$ cat src/rtl/e2cd_pkg.sv
// Package for the epoch-to-calendar converter: shared types, stage counts
// and the reciprocal constants used for division by constants. No dependencies.

package e2cd_pkg;

  // time-of-day fields carried alongside the date pipeline
  typedef struct packed {
    logic [5:0] sec;
    logic [5:0] min;
    logic [4:0] hour;
  } hms_t;

  localparam int unsigned TIME_STAGES = 6;
  localparam int unsigned DATE_STAGES = 9;

  // largest day count a 32-bit second count can reach
  localparam logic [15:0] MAX_DAYS = 16'd49710;

  // floor(n/60) = (n * DIV60_MAGIC) >> 37, exact for any 32-bit n
  localparam logic [31:0] DIV60_MAGIC = 32'h8888_8889;
  // floor(n/24) = (n * DIV24_MAGIC) >> 36, exact for any 32-bit n
  localparam logic [31:0] DIV24_MAGIC = 32'hAAAA_AAAB;

  // a = (4t + 102032) / 146097 + 15 only takes 15..17
  localparam logic [18:0] A_OFFSET = 19'd102032;
  localparam logic [18:0] A_STEP2  = 19'd292194;
  // 2442113 + a - a/4 with a = 15 or 16
  localparam logic [21:0] B_BASE   = 22'd2442125;

  // c = (20b - 2442) / 7305 = (x * C_MAGIC) >> 39 for x < 2^26
  localparam logic [25:0] C_OFFSET = 26'd2442;
  localparam logic [26:0] C_MAGIC  = 27'd75257470;
  // e = d * 1000 / 30601 = (d * E_MAGIC) >> 30 for d < 1024
  localparam logic [25:0] E_MAGIC  = 26'd35088456;
  // e * 601 / 1000 = (e * G_MAGIC) >> 16 for e < 64
  localparam logic [15:0] G_MAGIC  = 16'd39388;

  localparam logic [12:0] YEAR_BIAS_LO = 13'd4716;
  localparam logic [12:0] YEAR_BIAS_HI = 13'd4715;

endpackage

$ cat src/rtl/e2cd_time_split.sv
// Splits a 32-bit second count into seconds, minutes, hours and a day count.
// Six-stage pipeline with a per-stage ready chain; uses e2cd_pkg.

module e2cd_time_split import e2cd_pkg::*; (
  input  logic        clk_i,
  input  logic        rst_ni,
  input  logic        valid_i,
  output logic        ready_o,
  input  logic [31:0] epoch_i,
  output logic        valid_o,
  input  logic        ready_i,
  output logic [15:0] days_o,
  output hms_t        hms_o
);

  logic [TIME_STAGES-1:0] valid_q;
  logic [TIME_STAGES-1:0] valid_in;
  logic [TIME_STAGES:0]   stage_rdy;

  // stage 0: t * 1/60
  logic [31:0] t0_q;
  logic [63:0] p0_d, p0_q;
  // stage 1: minutes count, seconds
  logic [26:0] m1_d, m1_q;
  logic [5:0]  sec1_d, sec1_q;
  // stage 2: minutes * 1/60
  logic [57:0] p2_d, p2_q;
  logic [26:0] m2_q;
  logic [5:0]  sec2_q;
  // stage 3: hours count, minutes
  logic [20:0] h3_d, h3_q;
  logic [5:0]  min3_d, min3_q, sec3_q;
  // stage 4: hours * 1/24
  logic [51:0] p4_d, p4_q;
  logic [20:0] h4_q;
  logic [5:0]  min4_q, sec4_q;
  // stage 5: day count, hour
  logic [15:0] days5_d, days5_q;
  hms_t        hms5_d, hms5_q;

  // a stage takes a new word when it is empty or its content moves on
  always_comb begin
    stage_rdy[TIME_STAGES] = ready_i;
    for (int k = TIME_STAGES - 1; k >= 0; k--) begin
      stage_rdy[k] = !valid_q[k] || stage_rdy[k+1];
    end
  end

  assign valid_in = {valid_q[TIME_STAGES-2:0], valid_i};

  always_ff @(posedge clk_i or negedge rst_ni) begin
    if (!rst_ni) begin
      valid_q <= '0;
    end else begin
      for (int k = 0; k < TIME_STAGES; k++) begin
        if (stage_rdy[k]) begin
          valid_q[k] <= valid_in[k];
        end
      end
    end
  end

  assign p0_d    = 64'(epoch_i) * 64'(DIV60_MAGIC);
  assign m1_d    = p0_q[63:37];
  assign sec1_d  = 6'(t0_q - 32'(m1_d) * 32'd60);
  assign p2_d    = 58'(m1_q) * 58'(DIV60_MAGIC);
  assign h3_d    = p2_q[57:37];
  assign min3_d  = 6'(m2_q - 27'(h3_d) * 27'd60);
  assign p4_d    = 52'(h3_q) * 52'(DIV24_MAGIC);
  assign days5_d = p4_q[51:36];

  always_comb begin
    hms5_d.sec  = sec4_q;
    hms5_d.min  = min4_q;
    hms5_d.hour = 5'(h4_q - 21'(days5_d) * 21'd24);
  end

  always_ff @(posedge clk_i) begin
    if (stage_rdy[0]) begin
      t0_q <= epoch_i;
      p0_q <= p0_d;
    end
    if (stage_rdy[1]) begin
      m1_q   <= m1_d;
      sec1_q <= sec1_d;
    end
    if (stage_rdy[2]) begin
      p2_q   <= p2_d;
      m2_q   <= m1_q;
      sec2_q <= sec1_q;
    end
    if (stage_rdy[3]) begin
      h3_q   <= h3_d;
      min3_q <= min3_d;
      sec3_q <= sec2_q;
    end
    if (stage_rdy[4]) begin
      p4_q   <= p4_d;
      h4_q   <= h3_q;
      min4_q <= min3_q;
      sec4_q <= sec3_q;
    end
    if (stage_rdy[5]) begin
      days5_q <= days5_d;
      hms5_q  <= hms5_d;
    end
  end

  assign ready_o = stage_rdy[0];
  assign valid_o = valid_q[TIME_STAGES-1];
  assign days_o  = days5_q;
  assign hms_o   = hms5_q;

endmodule

$ cat src/rtl/e2cd_date_calc.sv
// Turns a day count since 1970-01-01 into year, month, day and ISO weekday.
// Nine-stage pipeline with a per-stage ready chain; uses e2cd_pkg.

module e2cd_date_calc import e2cd_pkg::*; (
  input  logic        clk_i,
  input  logic        rst_ni,
  input  logic        valid_i,
  output logic        ready_o,
  input  logic [15:0] days_i,
  input  hms_t        hms_i,
  output logic        valid_o,
  input  logic        ready_i,
  output hms_t        hms_o,
  output logic [11:0] year_o,
  output logic [3:0]  month_o,
  output logic [4:0]  day_o,
  output logic [2:0]  weekday_o
);

  typedef struct packed {
    logic [11:0] year;
    logic [3:0]  month;
    logic [4:0]  day;
  } ymd_t;

  // (26 * (m + 1)) / 10 for the shifted month 3..14
  function automatic logic [5:0] month_term(input logic [3:0] m);
    logic [5:0] r;
    case (m)
      4'd3:    r = 6'd10;
      4'd4:    r = 6'd13;
      4'd5:    r = 6'd15;
      4'd6:    r = 6'd18;
      4'd7:    r = 6'd20;
      4'd8:    r = 6'd23;
      4'd9:    r = 6'd26;
      4'd10:   r = 6'd28;
      4'd11:   r = 6'd31;
      4'd12:   r = 6'd33;
      4'd13:   r = 6'd36;
      4'd14:   r = 6'd39;
      default: r = 6'd0;
    endcase
    return r;
  endfunction

  logic [DATE_STAGES-1:0] valid_q;
  logic [DATE_STAGES-1:0] valid_in;
  logic [DATE_STAGES:0]   stage_rdy;
  hms_t                   hms_q [DATE_STAGES];

  logic [18:0] a_sum;
  logic [21:0] b0_d, b0_q, b1_q;
  logic [25:0] cx;
  logic [51:0] pc1_d, pc1_q;
  logic [12:0] c2_d, c2_q, c3_q, c4_q;
  logic [9:0]  d2_d, d2_q, d3_q, d4_q;
  logic [35:0] pe3_d, pe3_q;
  logic [5:0]  e4_d, e4_q;
  logic [21:0] pg4_d, pg4_q;
  logic [5:0]  g5;
  ymd_t        ymd5_d, ymd5_q, ymd6_q, ymd7_q, ymd8_q;
  logic [11:0] yz6;
  logic [3:0]  mz6_d, mz6_q;
  logic [4:0]  cent6_d, cent6_q;
  logic [6:0]  yoc6_d, yoc6_q;
  logic [8:0]  h7_d, h7_q;
  logic [8:0]  wv;
  logic [4:0]  fold1;
  logic [3:0]  fold2;
  logic [2:0]  wd8_d, wd8_q;

  always_comb begin
    stage_rdy[DATE_STAGES] = ready_i;
    for (int k = DATE_STAGES - 1; k >= 0; k--) begin
      stage_rdy[k] = !valid_q[k] || stage_rdy[k+1];
    end
  end

  assign valid_in = {valid_q[DATE_STAGES-2:0], valid_i};

  always_ff @(posedge clk_i or negedge rst_ni) begin
    if (!rst_ni) begin
      valid_q <= '0;
    end else begin
      for (int k = 0; k < DATE_STAGES; k++) begin
        if (stage_rdy[k]) begin
          valid_q[k] <= valid_in[k];
        end
      end
    end
  end

  // a - a/4 is 12 unless a reaches 17
  assign a_sum = {days_i, 2'b00} + A_OFFSET;
  assign b0_d  = 22'(days_i) + B_BASE + 22'(a_sum >= A_STEP2);

  assign cx    = 26'(b0_q) * 26'd20 - C_OFFSET;
  assign pc1_d = 52'(cx) * 52'(C_MAGIC);

  assign c2_d  = pc1_q[51:39];
  assign d2_d  = 10'(b1_q - 22'(c2_d) * 22'd365 - 22'(c2_d[12:2]));

  assign pe3_d = 36'(d2_q) * 36'(E_MAGIC);

  assign e4_d  = pe3_q[35:30];
  assign pg4_d = 22'(e4_d) * 22'(G_MAGIC);

  // months 14 and 15 of the shifted year are January and February
  assign g5 = pg4_q[21:16];
  always_comb begin
    ymd5_d.day = 5'(10'(d4_q) - 10'(e4_q) * 10'd30 - 10'(g5));
    if (e4_q <= 6'd13) begin
      ymd5_d.year  = 12'(c4_q - YEAR_BIAS_LO);
      ymd5_d.month = 4'(e4_q - 6'd1);
    end else begin
      ymd5_d.year  = 12'(c4_q - YEAR_BIAS_HI);
      ymd5_d.month = 4'(e4_q - 6'd13);
    end
  end

  // Zeller: January and February belong to the previous year
  always_comb begin
    if (ymd5_q.month <= 4'd2) begin
      mz6_d = ymd5_q.month + 4'd12;
      yz6   = ymd5_q.year - 12'd1;
    end else begin
      mz6_d = ymd5_q.month;
      yz6   = ymd5_q.year;
    end
    if (yz6 < 12'd2000) begin
      cent6_d = 5'd19;
    end else if (yz6 < 12'd2100) begin
      cent6_d = 5'd20;
    end else begin
      cent6_d = 5'd21;
    end
    yoc6_d = 7'(yz6 - 12'(cent6_d) * 12'd100);
  end

  assign h7_d = 9'(ymd6_q.day) + 9'(month_term(mz6_q)) + 9'(yoc6_q) + 9'(yoc6_q[6:2])
              + 9'(cent6_q) * 9'd5 + 9'(cent6_q[4:2]);

  // (h + 5) mod 7 by folding octal digits, since 8 = 1 mod 7
  always_comb begin
    wv    = h7_q + 9'd5;
    fold1 = 5'(wv[8:6]) + 5'(wv[5:3]) + 5'(wv[2:0]);
    fold2 = 4'(fold1[4:3]) + 4'(fold1[2:0]);
    if (fold2 >= 4'd7) begin
      wd8_d = 3'(fold2 - 4'd7) + 3'd1;
    end else begin
      wd8_d = fold2[2:0] + 3'd1;
    end
  end

  always_ff @(posedge clk_i) begin
    for (int k = 0; k < DATE_STAGES; k++) begin
      if (stage_rdy[k]) begin
        hms_q[k] <= (k == 0) ? hms_i : hms_q[(k == 0) ? 0 : k - 1];
      end
    end
    if (stage_rdy[0]) begin
      b0_q <= b0_d;
    end
    if (stage_rdy[1]) begin
      pc1_q <= pc1_d;
      b1_q  <= b0_q;
    end
    if (stage_rdy[2]) begin
      c2_q <= c2_d;
      d2_q <= d2_d;
    end
    if (stage_rdy[3]) begin
      pe3_q <= pe3_d;
      c3_q  <= c2_q;
      d3_q  <= d2_q;
    end
    if (stage_rdy[4]) begin
      e4_q  <= e4_d;
      pg4_q <= pg4_d;
      c4_q  <= c3_q;
      d4_q  <= d3_q;
    end
    if (stage_rdy[5]) begin
      ymd5_q <= ymd5_d;
    end
    if (stage_rdy[6]) begin
      ymd6_q  <= ymd5_q;
      mz6_q   <= mz6_d;
      cent6_q <= cent6_d;
      yoc6_q  <= yoc6_d;
    end
    if (stage_rdy[7]) begin
      ymd7_q <= ymd6_q;
      h7_q   <= h7_d;
    end
    if (stage_rdy[8]) begin
      ymd8_q <= ymd7_q;
      wd8_q  <= wd8_d;
    end
  end

  assign ready_o   = stage_rdy[0];
  assign valid_o   = valid_q[DATE_STAGES-1];
  assign hms_o     = hms_q[DATE_STAGES-1];
  assign year_o    = ymd8_q.year;
  assign month_o   = ymd8_q.month;
  assign day_o     = ymd8_q.day;
  assign weekday_o = wd8_q;

endmodule

$ cat src/rtl/epoch_to_calendar_date.sv
// Unix time to Gregorian date, time of day and ISO weekday (1 Monday .. 7 Sunday).
// Top level; instantiates e2cd_time_split and e2cd_date_calc, uses e2cd_pkg.
// A word passes through 6 stages of time split and 9 of date arithmetic, and one
// word can enter every cycle unless the pipeline is full. Each stage holds its
// own valid bit and loads when it is empty or its content moves on, so a stalled
// output only blocks the input once every stage is full. No configuration and no
// state beyond the pipeline; every 32-bit input gives a result in range.

module epoch_to_calendar_date import e2cd_pkg::*; (
  input  logic        clk_i,
  input  logic        rst_ni,
  input  logic        in_valid_i,
  output logic        in_ready_o,
  input  logic [31:0] epoch_seconds_i,
  output logic        out_valid_o,
  input  logic        out_ready_i,
  output logic [5:0]  sec_out_o,
  output logic [5:0]  min_out_o,
  output logic [4:0]  hour_out_o,
  output logic [11:0] year_out_o,
  output logic [3:0]  month_out_o,
  output logic [4:0]  day_out_o,
  output logic [2:0]  weekday_out_o
);

  logic        mid_valid;
  logic        mid_ready;
  logic [15:0] mid_days;
  hms_t        mid_hms;
  hms_t        out_hms;

  e2cd_time_split u_time (
    .clk_i   (clk_i),
    .rst_ni  (rst_ni),
    .valid_i (in_valid_i),
    .ready_o (in_ready_o),
    .epoch_i (epoch_seconds_i),
    .valid_o (mid_valid),
    .ready_i (mid_ready),
    .days_o  (mid_days),
    .hms_o   (mid_hms)
  );

  e2cd_date_calc u_date (
    .clk_i     (clk_i),
    .rst_ni    (rst_ni),
    .valid_i   (mid_valid),
    .ready_o   (mid_ready),
    .days_i    (mid_days),
    .hms_i     (mid_hms),
    .valid_o   (out_valid_o),
    .ready_i   (out_ready_i),
    .hms_o     (out_hms),
    .year_o    (year_out_o),
    .month_o   (month_out_o),
    .day_o     (day_out_o),
    .weekday_o (weekday_out_o)
  );

  assign sec_out_o  = out_hms.sec;
  assign min_out_o  = out_hms.min;
  assign hour_out_o = out_hms.hour;

  // backpressure at the input only when the output is stalled
  a_stall_source: assert property (@(posedge clk_i) disable iff (!rst_ni)
    !in_ready_o |-> out_valid_o && !out_ready_i)
    else $error("input stalled without a stalled output");

  a_days_range: assert property (@(posedge clk_i) disable iff (!rst_ni)
    mid_valid |-> mid_days <= MAX_DAYS)
    else $error("day count out of range");

  a_out_range: assert property (@(posedge clk_i) disable iff (!rst_ni)
    out_valid_o |-> sec_out_o < 6'd60 && min_out_o < 6'd60 && hour_out_o < 5'd24
      && month_out_o >= 4'd1 && month_out_o <= 4'd12 && day_out_o >= 5'd1
      && weekday_out_o >= 3'd1 && year_out_o >= 12'd1970 && year_out_o <= 12'd2106)
    else $error("result field out of range");

endmodule
$ cat config.mk
export PLATFORM = sky130hd
export DESIGN_NAME = epoch_to_calendar_date
export DESIGN_NICKNAME = d
export VERILOG_FILES = /design/src/rtl/e2cd_pkg.sv /design/src/rtl/e2cd_time_split.sv /design/src/rtl/e2cd_date_calc.sv /design/src/rtl/epoch_to_calendar_date.sv
export SDC_FILE = /design/constraint.sdc
export NUM_CORES = 2
export LEC_CHECK = 0
export BUFFER_PORTS_ARGS = -buffer_cell sky130_fd_sc_hd__buf_2
export CORE_MARGIN = 3
export CORE_UTILIZATION = 50
export DETAILED_ROUTE_END_ITERATION = 10
export GPL_ROUTABILITY_DRIVEN = 1
export PLACE_DENSITY = 0.64
export SETUP_SLACK_MARGIN = 0.05
export SYNTH_ARGS = -nofsm -noshare
export SYNTH_HDL_FRONTEND = slang
export SYNTH_HIERARCHICAL = 1
export SYNTH_SLANG_ARGS = --single-unit
$ cat constraint.sdc
create_clock -name clk_i -period 26.7 [get_ports clk_i]
set_clock_uncertainty 0.15 [all_clocks]
set_input_delay 4.005 -clock clk_i [delete_from_list [all_inputs] [get_ports clk_i]]
set_output_delay 4.005 -clock clk_i [all_outputs]
set_load 0.03 [all_outputs]
==> impl_metrics.env <==
export IMPL_whs_path_depth=0
export IMPL_crit_start="out_ready_i"
export IMPL_ios=79
export IMPL_max_freq_mhz=82.2
export IMPL_fin_cells=7159
export IMPL_worstPathMaxFanout=57
export IMPL_first_iter_violations=1677
export IMPL_fin_tns_setup_ns=0
export IMPL_synth_cells=5353
export IMPL_cts_path_max_buffers=3
export IMPL_antenna_found_initial=2
export IMPL_slowest_delay_ns=0.67
export IMPL_viasPerCell=5.07
export IMPL_grt_max_degree=58
export IMPL_cts_max_level=2
export IMPL_place_inst=7055
export IMPL_crit_chain="buf_2, nor2b_1, nand3_2, buf_4, nor2_1, and3_1, nand4_1, buf_4, nor2b_1, nand3_2, nor2_1, nand3_2, buf_4, buf_2"
export IMPL_initial_utilization=0.507
export IMPL_area_growth_pct=6.94
export IMPL_gp_congestion=0.911
export IMPL_final_nets=7466
export IMPL_die_area_sq_um=129000
export IMPL_required_ns=22.55
export IMPL_dp_hpwl_um=103000
export IMPL_ys_ff_latch=593
export IMPL_layout_common_cells="inv_1, ha_1, fa_1, edfxtp_1, a21oi_1"
export IMPL_rrSetupSlack_ns=15.61
export IMPL_core_area_sq_um=123000
export IMPL_worstPathArrival_ns=8.01
export IMPL_synth_edf_count=572
export IMPL_ys_warn_count=6
export IMPL_r2r_cells=32
export IMPL_drive_gt1_frac=0.0468
export IMPL_multi_input_area_sq_um=38900
export IMPL_fillers=10602
export IMPL_min_delay_start="u_time/h4_q[1]"
export IMPL_rsz0062_at_grt="no"
export IMPL_grt_pass1_vias=38479
export IMPL_totalWireLength_um=119000
export IMPL_drcViolationCount=0
export IMPL_synth_ff_type="edfxtp_1"
export IMPL_regArea_sq_um=17700
export IMPL_cts_resized=0
export IMPL_clock_sinks=593
export IMPL_timing_rr_end="u_date/pc1_q[50]"
export IMPL_overflow=0
export IMPL_clk_pin_slew_ns=0.06
export IMPL_tritoncts="done"
export IMPL_outcome="finished, final reports clean"
export IMPL_fin_crit_ns=12.17
export IMPL_vias=36331
export IMPL_io_buffers=78
export IMPL_antenna_left=0
export IMPL_slew_viol_final=0
export IMPL_die_w_um=359
export IMPL_post_drt_wl_per_cell_um=16.7
export IMPL_cts_setup_buffers=0
export IMPL_clock_latency_ns=0.61
export IMPL_path_class="in2out"
export IMPL_hold_end="u_time/hms_o[1]"
export IMPL_async_flop_share=0.0253
export IMPL_slew_limit_headroom=0.215
export IMPL_maxCapViolations=0
export IMPL_final_common_cell="inv_1"
export IMPL_diodes=0
export IMPL_rows=128
export IMPL_synth_seq_area_share=0.284
export IMPL_max_slew_worst_pin_slew_ns=1.17
export IMPL_grt_usage=0.193
export IMPL_holdBufCountCts=0
export IMPL_netlist_area_sq_um=62200
export IMPL_cts_made_buffers=55
export IMPL_cp_end_kind="output pin"
export IMPL_die_h_um=359
export IMPL_postSynthAreaPerCell_sq_um=11.6
export IMPL_ys_types=96
export IMPL_drtPass1Iterations=5
export IMPL_fin_crit_sh=0.456
export IMPL_critPathSlowestCell="nand3_2"
export IMPL_setup_violations=0
export IMPL_hold_violations=0
export IMPL_critPathLaunchType="input pin"
export IMPL_cts_root_buf="clkbuf_16"
export IMPL_min_path_type="reg2reg"
export IMPL_grt_pass1_wl_um=197000
export IMPL_worstReg2RegStart="u_date/b0_q[1]"
## worst max-delay path, delay by kind of cell
| kind | cells | cell delay (ns) |
|---|---|---|
| buf+inv | 5 | 1.25 |
| simple gates | 9 | 2.68 |
## metrics by stage
step	setup slack (ns)	hold slack (ns)	area [sq um]	util
after floorplan	12.16	0.250	62200	-
after global placement	14.49	0.250	64700	0.527
after detailed placement	14.48	0.255	64700	0.527
after CTS	14.46	0.224	66500	0.542
after global routing	14.02	0.227	66500	0.542
final	14.53	0.233	66500	0.542
## layer usage
| layer | share of wire | global-route usage | vias up |
|---|---|---|---|
| li1 | - | - | 17704 |
| met1 | 0.45 | 0.262 | 18013 |
| met2 | 0.49 | 0.327 | 485 |
| met3 | 0.040 | 0.0309 | 125 |
| met4 | 0.020 | 0.0394 | 4 |
| met5 | 0.00023 | 0 | - |
## layout make-up
| type | instances | share of cell area |
|---|---|---|
| Timing Repair Buffer | 107 | 0.00914 |
| Sequential cell | 593 | 0.266 |
| Clock buffer | 74 | 0.0227 |
| Inverter | 1451 | 0.0819 |
| Tap cell | 1625 | 0.0306 |
| Clock inverter | 30 | 0.00497 |
| Multi-Input combinational cell | 3279 | 0.585 |
## worst max-delay path by stage
stage | to | slack, ns | depth (start not counted)
floorplan | in_ready_o | 12.16 | 9
global route | in_ready_o | 14.02 | 14
CTS | in_ready_o | 14.46 | 14
finish | in_ready_o | 14.53 | 14
detailed placement | in_ready_o | 14.48 | 14
global placement | in_ready_o | 14.49 | 14
## cell families (layout without fill, tap and decap cells)
logic type	count (synthesis)	count (layout)	synth area share
xor+xnor	237	237	0.0338
flops	593	593	0.284
mux	14	14	0.00229
fa+ha+maj	1943	1943	0.486
other cells	2	11	0.000121
simple gates	489	489	0.0398
compound gates	585	585	0.0628
buf+inv	1490	1662	0.0911
## flip-flops by register name, indices dropped and copies added, names as in the netlist, 16 cells and up, named ones only
name,flops
u_time/m1_q,27
u_time/h3_q,21
u_time/p0_q,27
u_date/ymd6_q,21
u_time/days_o,16
u_date/ymd7_q,21
u_date/b0_q,18
u_time/hms_o,17
u_time/p2_q,24
u_date/ymd5_q,21
u_time/p4_q,17
u_date/hms_q,153
## cells in the mapped netlist, drive strengths merged, types with 7 or more instances
library cell | instances | share of area
or3 | 9 | 0.00099
xor2 | 84 | 0.012
a21o | 110 | 0.013
o22ai | 7 | 0.00070
edfxtp | 572 | 0.28
nand2 | 137 | 0.0083
o31ai | 11 | 0.0013
and3 | 9 | 0.00091
a31oi | 17 | 0.0017
and2 | 8 | 0.00080
and4 | 9 | 0.0013
nand4 | 32 | 0.0032
nor4 | 13 | 0.0013
a2111oi | 11 | 0.0025
fa | 787 | 0.25
inv | 1450 | 0.088
nand3 | 37 | 0.0030
nand2b | 24 | 0.0025
xnor2 | 152 | 0.022
o21ai | 98 | 0.0081
dfrtp | 15 | 0.0060
nor3 | 39 | 0.0032
nor2b | 24 | 0.0024
ha | 1156 | 0.23
a21oi | 180 | 0.015
o21bai | 23 | 0.0028
mux2i | 12 | 0.0019
o211ai | 17 | 0.0021
a21boi | 9 | 0.0011
clkbuf | 16 | 0.00099
or2 | 18 | 0.0018
nor2 | 103 | 0.0062
a211oi | 18 | 0.0025
buf | 23 | 0.0025
o21a | 27 | 0.0033
Power is not shown: default switching activity piles up to over one toggle a cycle in this logic, so the estimate is an artifact.
